**src/rtl/assert_macros.svh**
```systemverilog
// Assertion helpers for the RTL.
`ifndef ASSERT_MACROS_SVH
`define ASSERT_MACROS_SVH

// cond must hold at every sampled edge outside reset
`define ASSERT_HOLDS(label, clk, rst, cond, msg) \
   label: assert property (@(posedge clk) disable iff (rst) (cond)) else $error(msg);

// ante in a cycle implies cons in the same cycle
`define ASSERT_IMPL(label, clk, rst, ante, cons, msg) \
   label: assert property (@(posedge clk) disable iff (rst) (ante) |-> (cons)) else $error(msg);

// ante in a cycle implies cons in the next cycle
`define ASSERT_NEXT(label, clk, rst, ante, cons, msg) \
   label: assert property (@(posedge clk) disable iff (rst) (ante) |=> (cons)) else $error(msg);

`endif

```
**src/rtl/mrrpm_pkg.sv**
```systemverilog
package mrrpm_pkg;

   localparam int FIELD_W     = 12;
   localparam int RING_SIZE_W = 13;
   localparam int ACT_W       = 3;
   localparam int ADDR_W      = 3;
   localparam int DATA_W      = 32;

   localparam logic [RING_SIZE_W-1:0] RING_SIZE_RESET = 13'd4096;
   localparam logic [ACT_W-1:0]       ACT_RESET       = 3'd1;

   // register index, taken from paddr[2]
   localparam logic REG_RING_SIZE      = 1'b0;
   localparam logic REG_ACTIVE_READERS = 1'b1;

   localparam logic [1:0] MODE_WRITER = 2'd0;
   localparam logic [1:0] MODE_READER = 2'd1;
   localparam logic [1:0] MODE_EOS    = 2'd2;

   typedef struct packed {
      logic [1:0]         mode;
      logic [1:0]         reader_index;
      logic [FIELD_W-1:0] length;
   } req_type;

   typedef struct packed {
      logic [FIELD_W-1:0] amount;
      logic [FIELD_W-1:0] first_start;
      logic [FIELD_W-1:0] first_length;
      logic [FIELD_W-1:0] second_length;
      logic               stream_ended;
      logic               rejected;
   } rsp_type;

endpackage

```
**src/rtl/mrrpm_csr.sv**
```systemverilog
module mrrpm_csr import mrrpm_pkg::*; #(
   parameter int MAX_READERS    = 4,
   parameter int RING_SLOTS_MAX = 4096,
   localparam int SW  = $clog2(RING_SLOTS_MAX + 1),
   localparam int RCW = $clog2(MAX_READERS + 1)
) (
   input  logic              clock,
   input  logic              reset,
   input  logic              psel,
   input  logic              penable,
   input  logic              pwrite,
   input  logic [ADDR_W-1:0] paddr,
   input  logic [DATA_W-1:0] pwdata,
   output logic [DATA_W-1:0] prdata,
   output logic              pready,
   output logic [SW-1:0]     slots,
   output logic [RCW-1:0]    readers,
   output logic              ring_clear
);

   logic [RING_SIZE_W-1:0] ring_size_ff, ring_size_in;
   logic [ACT_W-1:0]       act_ff, act_in;
   logic [SW-1:0]          slots_ff, slots_in;
   logic [RCW-1:0]         readers_ff, readers_in;
   logic                   wr;

   assign pready = 1'b1;
   assign wr     = psel & penable & pwrite;

   always_comb begin
      int rs;
      int ar;
      rs           = int'(pwdata[RING_SIZE_W-1:0]);
      ar           = int'(pwdata[ACT_W-1:0]);
      ring_size_in = ring_size_ff;
      act_in       = act_ff;
      slots_in     = slots_ff;
      readers_in   = readers_ff;
      if (wr && paddr[2] == REG_RING_SIZE) begin
         ring_size_in = pwdata[RING_SIZE_W-1:0];
         slots_in     = SW'((rs < 2) ? 2 : ((rs > RING_SLOTS_MAX) ? RING_SLOTS_MAX : rs));
      end
      if (wr && paddr[2] == REG_ACTIVE_READERS) begin
         act_in     = pwdata[ACT_W-1:0];
         readers_in = RCW'((ar > MAX_READERS) ? MAX_READERS : ar);
      end
   end

   always_ff @(posedge clock) begin
      if (reset) begin
         ring_size_ff <= RING_SIZE_RESET;
         act_ff       <= ACT_RESET;
         slots_ff     <= SW'((RING_SLOTS_MAX < 4096) ? RING_SLOTS_MAX : 4096);
         readers_ff   <= RCW'(1);
      end else begin
         ring_size_ff <= ring_size_in;
         act_ff       <= act_in;
         slots_ff     <= slots_in;
         readers_ff   <= readers_in;
      end
   end

   always_comb begin
      case (paddr[2])
         REG_RING_SIZE:      prdata = DATA_W'(ring_size_ff);
         REG_ACTIVE_READERS: prdata = DATA_W'(act_ff);
         default:            prdata = '0;
      endcase
   end

   assign slots      = slots_ff;
   assign readers    = readers_ff;
   assign ring_clear = wr && paddr[2] == REG_RING_SIZE;

endmodule

```
**src/rtl/mrrpm_space.sv**
```systemverilog
module mrrpm_space import mrrpm_pkg::*; #(
   parameter int MAX_READERS    = 4,
   parameter int RING_SLOTS_MAX = 4096,
   localparam int PW  = $clog2(RING_SLOTS_MAX),
   localparam int SW  = $clog2(RING_SLOTS_MAX + 1),
   localparam int RCW = $clog2(MAX_READERS + 1)
) (
   input  logic [PW-1:0]                  write_pos,
   input  logic [MAX_READERS-1:0][PW-1:0] read_pos,
   input  logic [SW-1:0]                  slots,
   input  logic [RCW-1:0]                 readers,
   output logic [PW-1:0]                  space
);

   localparam int P = 1 << $clog2(MAX_READERS);

   // min tree: leaves at P-1 .. 2P-2, node k combines 2k+1 and 2k+2
   logic [SW-1:0] node_d [2*P-1];
   logic          node_v [2*P-1];

   genvar i, k;
   generate
      for (i = 0; i < P; i++) begin : g_leaf
         if (i < MAX_READERS) begin : g_real
            logic [SW:0] diff;
            logic [SW:0] wrapped;
            assign diff    = (SW+1)'(read_pos[i]) - (SW+1)'(write_pos);
            assign wrapped = diff + (SW+1)'(slots);
            // equal positions count as a full ring
            assign node_d[P-1+i] = diff[SW] ? wrapped[SW-1:0] :
                                   ((diff == '0) ? slots : diff[SW-1:0]);
            assign node_v[P-1+i] = RCW'(i) < readers;
         end else begin : g_pad
            assign node_d[P-1+i] = '0;
            assign node_v[P-1+i] = 1'b0;
         end
      end
      for (k = 0; k < P-1; k++) begin : g_node
         logic pick_r;
         assign pick_r = !node_v[2*k+1] ||
                         (node_v[2*k+2] && node_d[2*k+2] < node_d[2*k+1]);
         assign node_d[k] = pick_r ? node_d[2*k+2] : node_d[2*k+1];
         assign node_v[k] = node_v[2*k+1] | node_v[2*k+2];
      end
   endgenerate

   assign space = node_v[0] ? PW'(node_d[0] - SW'(1)) : '0;

endmodule

```
**src/rtl/multi_reader_ring_pointer_manager.sv**
```systemverilog
// A transaction is taken into the input register and its result into the result register.
// Throughput: one transaction per cycle; busy stays low, the path from the input register
// through the reader minimum tree and pointer update to the result register is combinational.
// Results cannot be stalled; each is on rsp_item for exactly one cycle with rsp_valid.
// Synchronous reset: ring_size 4096, active_readers 1, all positions 0, end mark clear.
`include "assert_macros.svh"

module multi_reader_ring_pointer_manager import mrrpm_pkg::*; #(
   parameter int MAX_READERS    = 4,
   parameter int RING_SLOTS_MAX = 4096
) (
   input  logic              clock,
   input  logic              reset,
   input  logic              start,
   output logic              busy,
   input  req_type           req_item,
   output logic              rsp_valid,
   output rsp_type           rsp_item,
   input  logic              psel,
   input  logic              penable,
   input  logic              pwrite,
   input  logic [ADDR_W-1:0] paddr,
   input  logic [DATA_W-1:0] pwdata,
   output logic [DATA_W-1:0] prdata,
   output logic              pready
);

   localparam int PW  = $clog2(RING_SLOTS_MAX);
   localparam int SW  = $clog2(RING_SLOTS_MAX + 1);
   localparam int RCW = $clog2(MAX_READERS + 1);
   localparam int AW  = ((PW > FIELD_W) ? PW : FIELD_W) + 1;
   localparam int IW  = (RCW > 2) ? RCW : 2;

   logic [SW-1:0]  slots;
   logic [RCW-1:0] readers;
   logic           ring_clear;

   logic                           in_valid_ff;
   req_type                        in_ff;
   logic [PW-1:0]                  wp_ff, wp_in;
   logic [MAX_READERS-1:0][PW-1:0] rd_pos_ff, rd_pos_in;
   logic                           eos_ff, eos_in;
   logic                           rsp_valid_ff;
   rsp_type                        rsp_ff, rsp_in;

   logic [PW-1:0] space;
   logic [PW-1:0] sel_rp;
   logic          r_active;
   logic [SW:0]   av_diff, av_wrap;
   logic [PW-1:0] avail;
   logic [PW-1:0] amt_pre, pos_pre, amt_post, pos_post;
   logic          rej;
   logic [AW-1:0] pos_sum;
   logic [SW-1:0] tail, amt_ext, first_len;

   mrrpm_csr #(
      .MAX_READERS    (MAX_READERS),
      .RING_SLOTS_MAX (RING_SLOTS_MAX)
   ) u_csr (
      .clock      (clock),
      .reset      (reset),
      .psel       (psel),
      .penable    (penable),
      .pwrite     (pwrite),
      .paddr      (paddr),
      .pwdata     (pwdata),
      .prdata     (prdata),
      .pready     (pready),
      .slots      (slots),
      .readers    (readers),
      .ring_clear (ring_clear)
   );

   mrrpm_space #(
      .MAX_READERS    (MAX_READERS),
      .RING_SLOTS_MAX (RING_SLOTS_MAX)
   ) u_space (
      .write_pos (wp_ff),
      .read_pos  (rd_pos_ff),
      .slots     (slots),
      .readers   (readers),
      .space     (space)
   );

   assign busy = 1'b0;

   always_comb begin
      sel_rp = '0;
      for (int i = 0; i < MAX_READERS; i++) begin
         if (i == int'(in_ff.reader_index)) sel_rp = rd_pos_ff[i];
      end
   end

   assign r_active = IW'(in_ff.reader_index) < IW'(readers);
   assign av_diff  = (SW+1)'(wp_ff) - (SW+1)'(sel_rp);
   assign av_wrap  = av_diff + (SW+1)'(slots);
   assign avail    = av_diff[SW] ? PW'(av_wrap) : PW'(av_diff);

   assign amt_pre  = (in_ff.mode == MODE_WRITER) ? space : avail;
   assign pos_pre  = (in_ff.mode == MODE_WRITER) ? wp_ff : sel_rp;
   assign rej      = AW'(in_ff.length) > AW'(amt_pre);
   assign pos_sum  = AW'(pos_pre) + AW'(in_ff.length);
   assign pos_post = rej ? pos_pre :
                     ((pos_sum >= AW'(slots)) ? PW'(pos_sum - AW'(slots)) : PW'(pos_sum));
   assign amt_post = rej ? amt_pre : PW'(AW'(amt_pre) - AW'(in_ff.length));

   // split at the wrap point
   assign tail      = slots - SW'(pos_post);
   assign amt_ext   = SW'(amt_post);
   assign first_len = (amt_ext <= tail) ? amt_ext : tail;

   always_comb begin
      wp_in     = wp_ff;
      rd_pos_in = rd_pos_ff;
      eos_in    = eos_ff;
      rsp_in    = '0;
      if (in_valid_ff) begin
         case (in_ff.mode)
            MODE_WRITER: begin
               wp_in                = pos_post;
               rsp_in.amount        = FIELD_W'(amt_post);
               rsp_in.first_start   = FIELD_W'(pos_post);
               rsp_in.first_length  = FIELD_W'(first_len);
               rsp_in.second_length = FIELD_W'(amt_ext - first_len);
               rsp_in.rejected      = rej;
            end
            MODE_READER: begin
               if (r_active) begin
                  for (int i = 0; i < MAX_READERS; i++) begin
                     if (i == int'(in_ff.reader_index)) rd_pos_in[i] = pos_post;
                  end
                  rsp_in.amount        = FIELD_W'(amt_post);
                  rsp_in.first_start   = FIELD_W'(pos_post);
                  rsp_in.first_length  = FIELD_W'(first_len);
                  rsp_in.second_length = FIELD_W'(amt_ext - first_len);
                  rsp_in.rejected      = rej;
               end else begin
                  rsp_in.rejected = in_ff.length != '0;
               end
            end
            MODE_EOS: begin
               eos_in = 1'b1;
            end
            default: begin
            end
         endcase
      end
      rsp_in.stream_ended = eos_in;
      // new ring size empties the ring; the user must write it only while idle, the block does not enforce this
      if (ring_clear) begin
         wp_in     = '0;
         rd_pos_in = '0;
      end
   end

   always_ff @(posedge clock) begin
      if (reset) begin
         in_valid_ff  <= 1'b0;
         wp_ff        <= '0;
         rd_pos_ff    <= '0;
         eos_ff       <= 1'b0;
         rsp_valid_ff <= 1'b0;
      end else begin
         in_valid_ff  <= start & ~busy;
         wp_ff        <= wp_in;
         rd_pos_ff    <= rd_pos_in;
         eos_ff       <= eos_in;
         rsp_valid_ff <= in_valid_ff;
      end
   end

   always_ff @(posedge clock) begin
      if (start & ~busy) in_ff <= req_item;
      rsp_ff <= rsp_in;
   end

   assign rsp_valid = rsp_valid_ff;
   assign rsp_item  = rsp_ff;

   `ASSERT_NEXT(a_one_result, clock, reset, in_valid_ff, rsp_valid_ff, "transaction produced no result")
   `ASSERT_NEXT(a_rej_hold, clock, reset, in_valid_ff && rsp_in.rejected, $stable(wp_ff) && $stable(rd_pos_ff), "rejected commit moved a position")
   `ASSERT_IMPL(a_seg_sum, clock, reset, rsp_valid_ff, FIELD_W'(rsp_ff.first_length + rsp_ff.second_length) == rsp_ff.amount, "segments do not add up to amount")

endmodule
```
**config.mk**
```make
export PLATFORM = sky130hd
export DESIGN_NAME = multi_reader_ring_pointer_manager
export DESIGN_NICKNAME = d
export VERILOG_FILES = /design/src/rtl/mrrpm_pkg.sv /design/src/rtl/mrrpm_csr.sv /design/src/rtl/mrrpm_space.sv /design/src/rtl/multi_reader_ring_pointer_manager.sv
export VERILOG_INCLUDE_DIRS = /design/src /design/src/rtl
export SDC_FILE = /design/constraint.sdc
export NUM_CORES = 1
export LEC_CHECK = 0
export BUFFER_PORTS_ARGS = -buffer_cell sky130_fd_sc_hd__buf_2
export CELL_PAD_IN_SITES_DETAIL_PLACEMENT = 0
export CELL_PAD_IN_SITES_GLOBAL_PLACEMENT = 1
export CORE_UTILIZATION = 25
export CTS_CLUSTER_DIAMETER = 120
export DETAILED_ROUTE_END_ITERATION = 12
export PLACE_DENSITY_LB_ADDON = 0.1
export SLEW_MARGIN = 20
export SYNTH_ARGS = -nofsm -noshare
export SYNTH_HDL_FRONTEND = slang
export SYNTH_SLANG_ARGS = --single-unit
```
**constraint.sdc**
```tcl
create_clock -name clock -period 32.7 [get_ports clock]
set_input_delay 1.635 -clock clock [delete_from_list [all_inputs] [get_ports clock]]
set_output_delay 1.635 -clock clock [all_outputs]
set_load 0.02 [all_outputs]
```
==> results_dict.tcl <==
set metrics [dict create \
    cp.required_ps 33070 \
    period_minus_slack_ps 19060 \
    synth.avg_cell_area_um2 7.638 \
    wirelength_um 73630 \
    yosys.cell_types.count 96 \
    path_delay_family "compound AO/OA/AOI/OAI gates" \
    grt_setup_unrepaired "no" \
    io_pins 142 \
    outcome "finished clean" \
    yosysTopAreaCell "dfxtp_1" \
    worstPathMaxFanout 19 \
    clockBufferDepth 2 \
    fin_ws_ps 13640 \
    cellPowerDensity_nw_per_um2 81.89 \
    synth_ff_type "dfxtp_1" \
    htree_num_levels 4 \
    post-route-period-util_pct 58.28 \
    fill_cells 7587 \
    criticalPathCategory "flip-flop to flip-flop" \
    seqCellArea_um2 3383 \
    cts_resized 0 \
    die_h_um 267.5 \
    gr-usage-all-layers_pct 20.63 \
    power_frac_comb_pct 73.9 \
    setup_viol 0 \
    ir_worst_vdd_v 0.00005765 \
    cp_slowest_stage_delay_ps 700 \
    p_seq_share_pct 13.5 \
    max_freq_mhz 52.47 \
    syn-cell-area_um2 17620 \
    die_w_um 267.5 \
    multi_input_area_um2 13200 \
    hold_path_class "flip-flop to flip-flop" \
    grt_max_degree 61 \
    worst_slew_pin_slew_ps 1182 \
    dpl_worst_slack_ps 13740 \
    swShare_pct 52.00 \
    async_flop_share_pct 0 \
    maxCapViolCount 0 \
    crit_top_cell "a21oi_1" \
    cts_made_buffers 17 \
    start_kind "flip-flop" \
    finalClockSkew_ps 25.60 \
    grt_pass1_wl_um 108000 \
    cp_num_buf_inv 7 \
    antenna_cells 0 \
    tns_ps 0 \
    synthTopCellsByArea "dfxtp_1, ha_1, a21oi_1" \
    nets 2688 \
    grt_pass1_vias 16377 \
    post_cts_buffers 0 \
    slew_headroom_pct 20.35 \
    antenna_found_initial 1 \
    vias 16961 \
    globalplace.congestion 0.8628 \
    clkTransAtPathRegs_ps 80 \
    port_buffers 99 \
    hold_violations 0 \
    dp.final_hpwl_um 60450 \
    synth_top_area_share_pct 16.47 \
    end_kind "flip-flop" \
    die-area_um2 71550 \
    p_int_mw 0.7805 \
    final_util_pct 28.70 \
    ys_seq_elements 161 \
    initial_core_util_pct 25.47 \
    drt_iter0_drc 1041 \
    p_switching_mw 0.8454 \
    synth_cells 2307 \
    area_growth_pct 12.68 \
    final_max_slew_viol_count 0 \
    post_drt_via_cell_ratio 5.087 \
    cellLeakagePower_nw 8.872 \
    grt_overflow 0 \
    cts_sinks 161 \
    crit_arrival_ps 19420 \
    core_area_um2 69190 \
    clock_latency_ps 490 \
    rows 96 \
    drcViolationCount 0 \
    dr.pass1.iters 5 \
    ant_nets 0 \
    drive_above_1_share_pct 10.65 \
    synth_edf_count 16 \
    crit_slowest_cell "o21a_1" \
    ys_warn_count 0 \
    yosysSeqAreaShare_pct 19.20 \
    clockRootBuffer "clkbuf_16" \
    clkPwrFrac_pct 12.6 \
    cts_tree "done" \
    wl_per_cell_um 22.09 \
    holdBufCountCts 0 \
]
[metrics by stage]
step	hold WS (ps)	total power, mW	std cells	cell area [µm²]
after floorplan	404.6	1.080	2326	17690
after global placement	435.6	1.422	3302	19250
after detailed placement	435.1	1.422	3302	19250
after CTS	453.4	1.640	3334	19840
after global routing	458.8	1.775	3334	19860
final	445.5	1.626	3334	19860
[cell families after synthesis]
kind of cell | count (synthesis) | synth area share [%]
and+or+nand+nor | 732 | 19.70
AOI/OAI and AO/OA | 673 | 24.68
buffers and inverters | 287 | 6.582
adders and majority gates | 244 | 17.88
DFF | 161 | 19.20
xor gates and xnor gates | 127 | 6.313
muxes | 81 | 5.603
other | 2 | 0.04262
[path summary, 6_finish.rpt]
check	slack [ps]	start	cells after the start	endpoint
worst min register to register	450	eos_ff	1	rsp_item[1]
worst min-delay path	450	eos_ff	1	rsp_item[1]
worst max register to register	13640	wp_ff[1]	79	rsp_item[13]
worst max-delay path	13640	wp_ff[1]	79	rsp_item[13]
[area by class of cell]
type	instances	area share (%)
Clock buffer	17	2.143
Sequential cell	161	17.04
Timing Repair Buffer	140	4.046
Clock inverter	15	0.8066
Multi-Input combinational cell	1878	66.47
Inverter	192	3.630
Tap cell	931	5.867
[flip-flops by register name, summed over array words and instances (netlist names)]
| register | count |
|---|---|
| in_ff | 16 |
| rsp_valid | 1 |
| u_csr.readers | 3 |
| in_valid_ff | 1 |
| eos_ff | 1 |
| rd_pos_ff | 48 |
| u_csr.ring_size_ff | 13 |
| rsp_item | 50 |
| wp_ff | 12 |
| u_csr.slots | 13 |
| u_csr.act_ff | 3 |
[worst reg2reg max path, delay by kind of cell (launching register included)]
kind,cells,cell delay [ps]
AO/OA/AOI/OAI,40,8690
XOR/XNOR,4,940
adder cells (fa/ha/maj),10,3230
buffers and inverters,7,1330
flip-flops,1,680
multiplexers,3,1060
AND/OR/NAND/NOR,15,3000
[cell usage in the layout (no fill, tap or decap), drive strengths merged, types with 48 or more instances in the layout]
cell,instances
xnor2,89
buf,140
nand2,200
dfxtp,145
inv,200
a21oi,237
mux2i,48
nor2,237
o21ai,115
a211oi,53
a21o,59
ha,227
[cells in the mapped netlist (all sizes together) (16+ instances only)]
cell type  count
nand4         21
buf           29
a21oi        237
and3          16
nor2         237
dfxtp        145
nand2        200
nor4          19
ha           227
nand3         35
or3           19
inv          191
nor3          43
nor2b         37
xnor2         89
nand2b        28
and2          28
or2           20
a21o          59
o21ai        115
o21bai        19
a31oi         18
o21a          30
clkbuf        66
mux2i         48
a211oi        53
xor2          38
edfxtp        16
mux2          21
[metal layers]
metal | GRT usage [%] | wire length [µm] | up-vias
met4 | 3.846 | 1095 | 0
met3 | 2.492 | 2263 | 40
met5 | 0 | 0 | -
met1 | 27.50 | 34910 | 8186
li1 | - | - | 8390
met2 | 35.62 | 35360 | 345
[power by group through the flow]
stage | Sequential (mW) | Clock, mW | Combinational, mW
floorplan | 0.233 | 0 | 0.847
global placement | 0.226 | 0 | 1.20
detailed placement | 0.225 | 0 | 1.20
CTS | 0.221 | 0.212 | 1.21
global route | 0.222 | 0.219 | 1.33
finish | 0.220 | 0.204 | 1.20
Power figures use the tool's default switching activity.
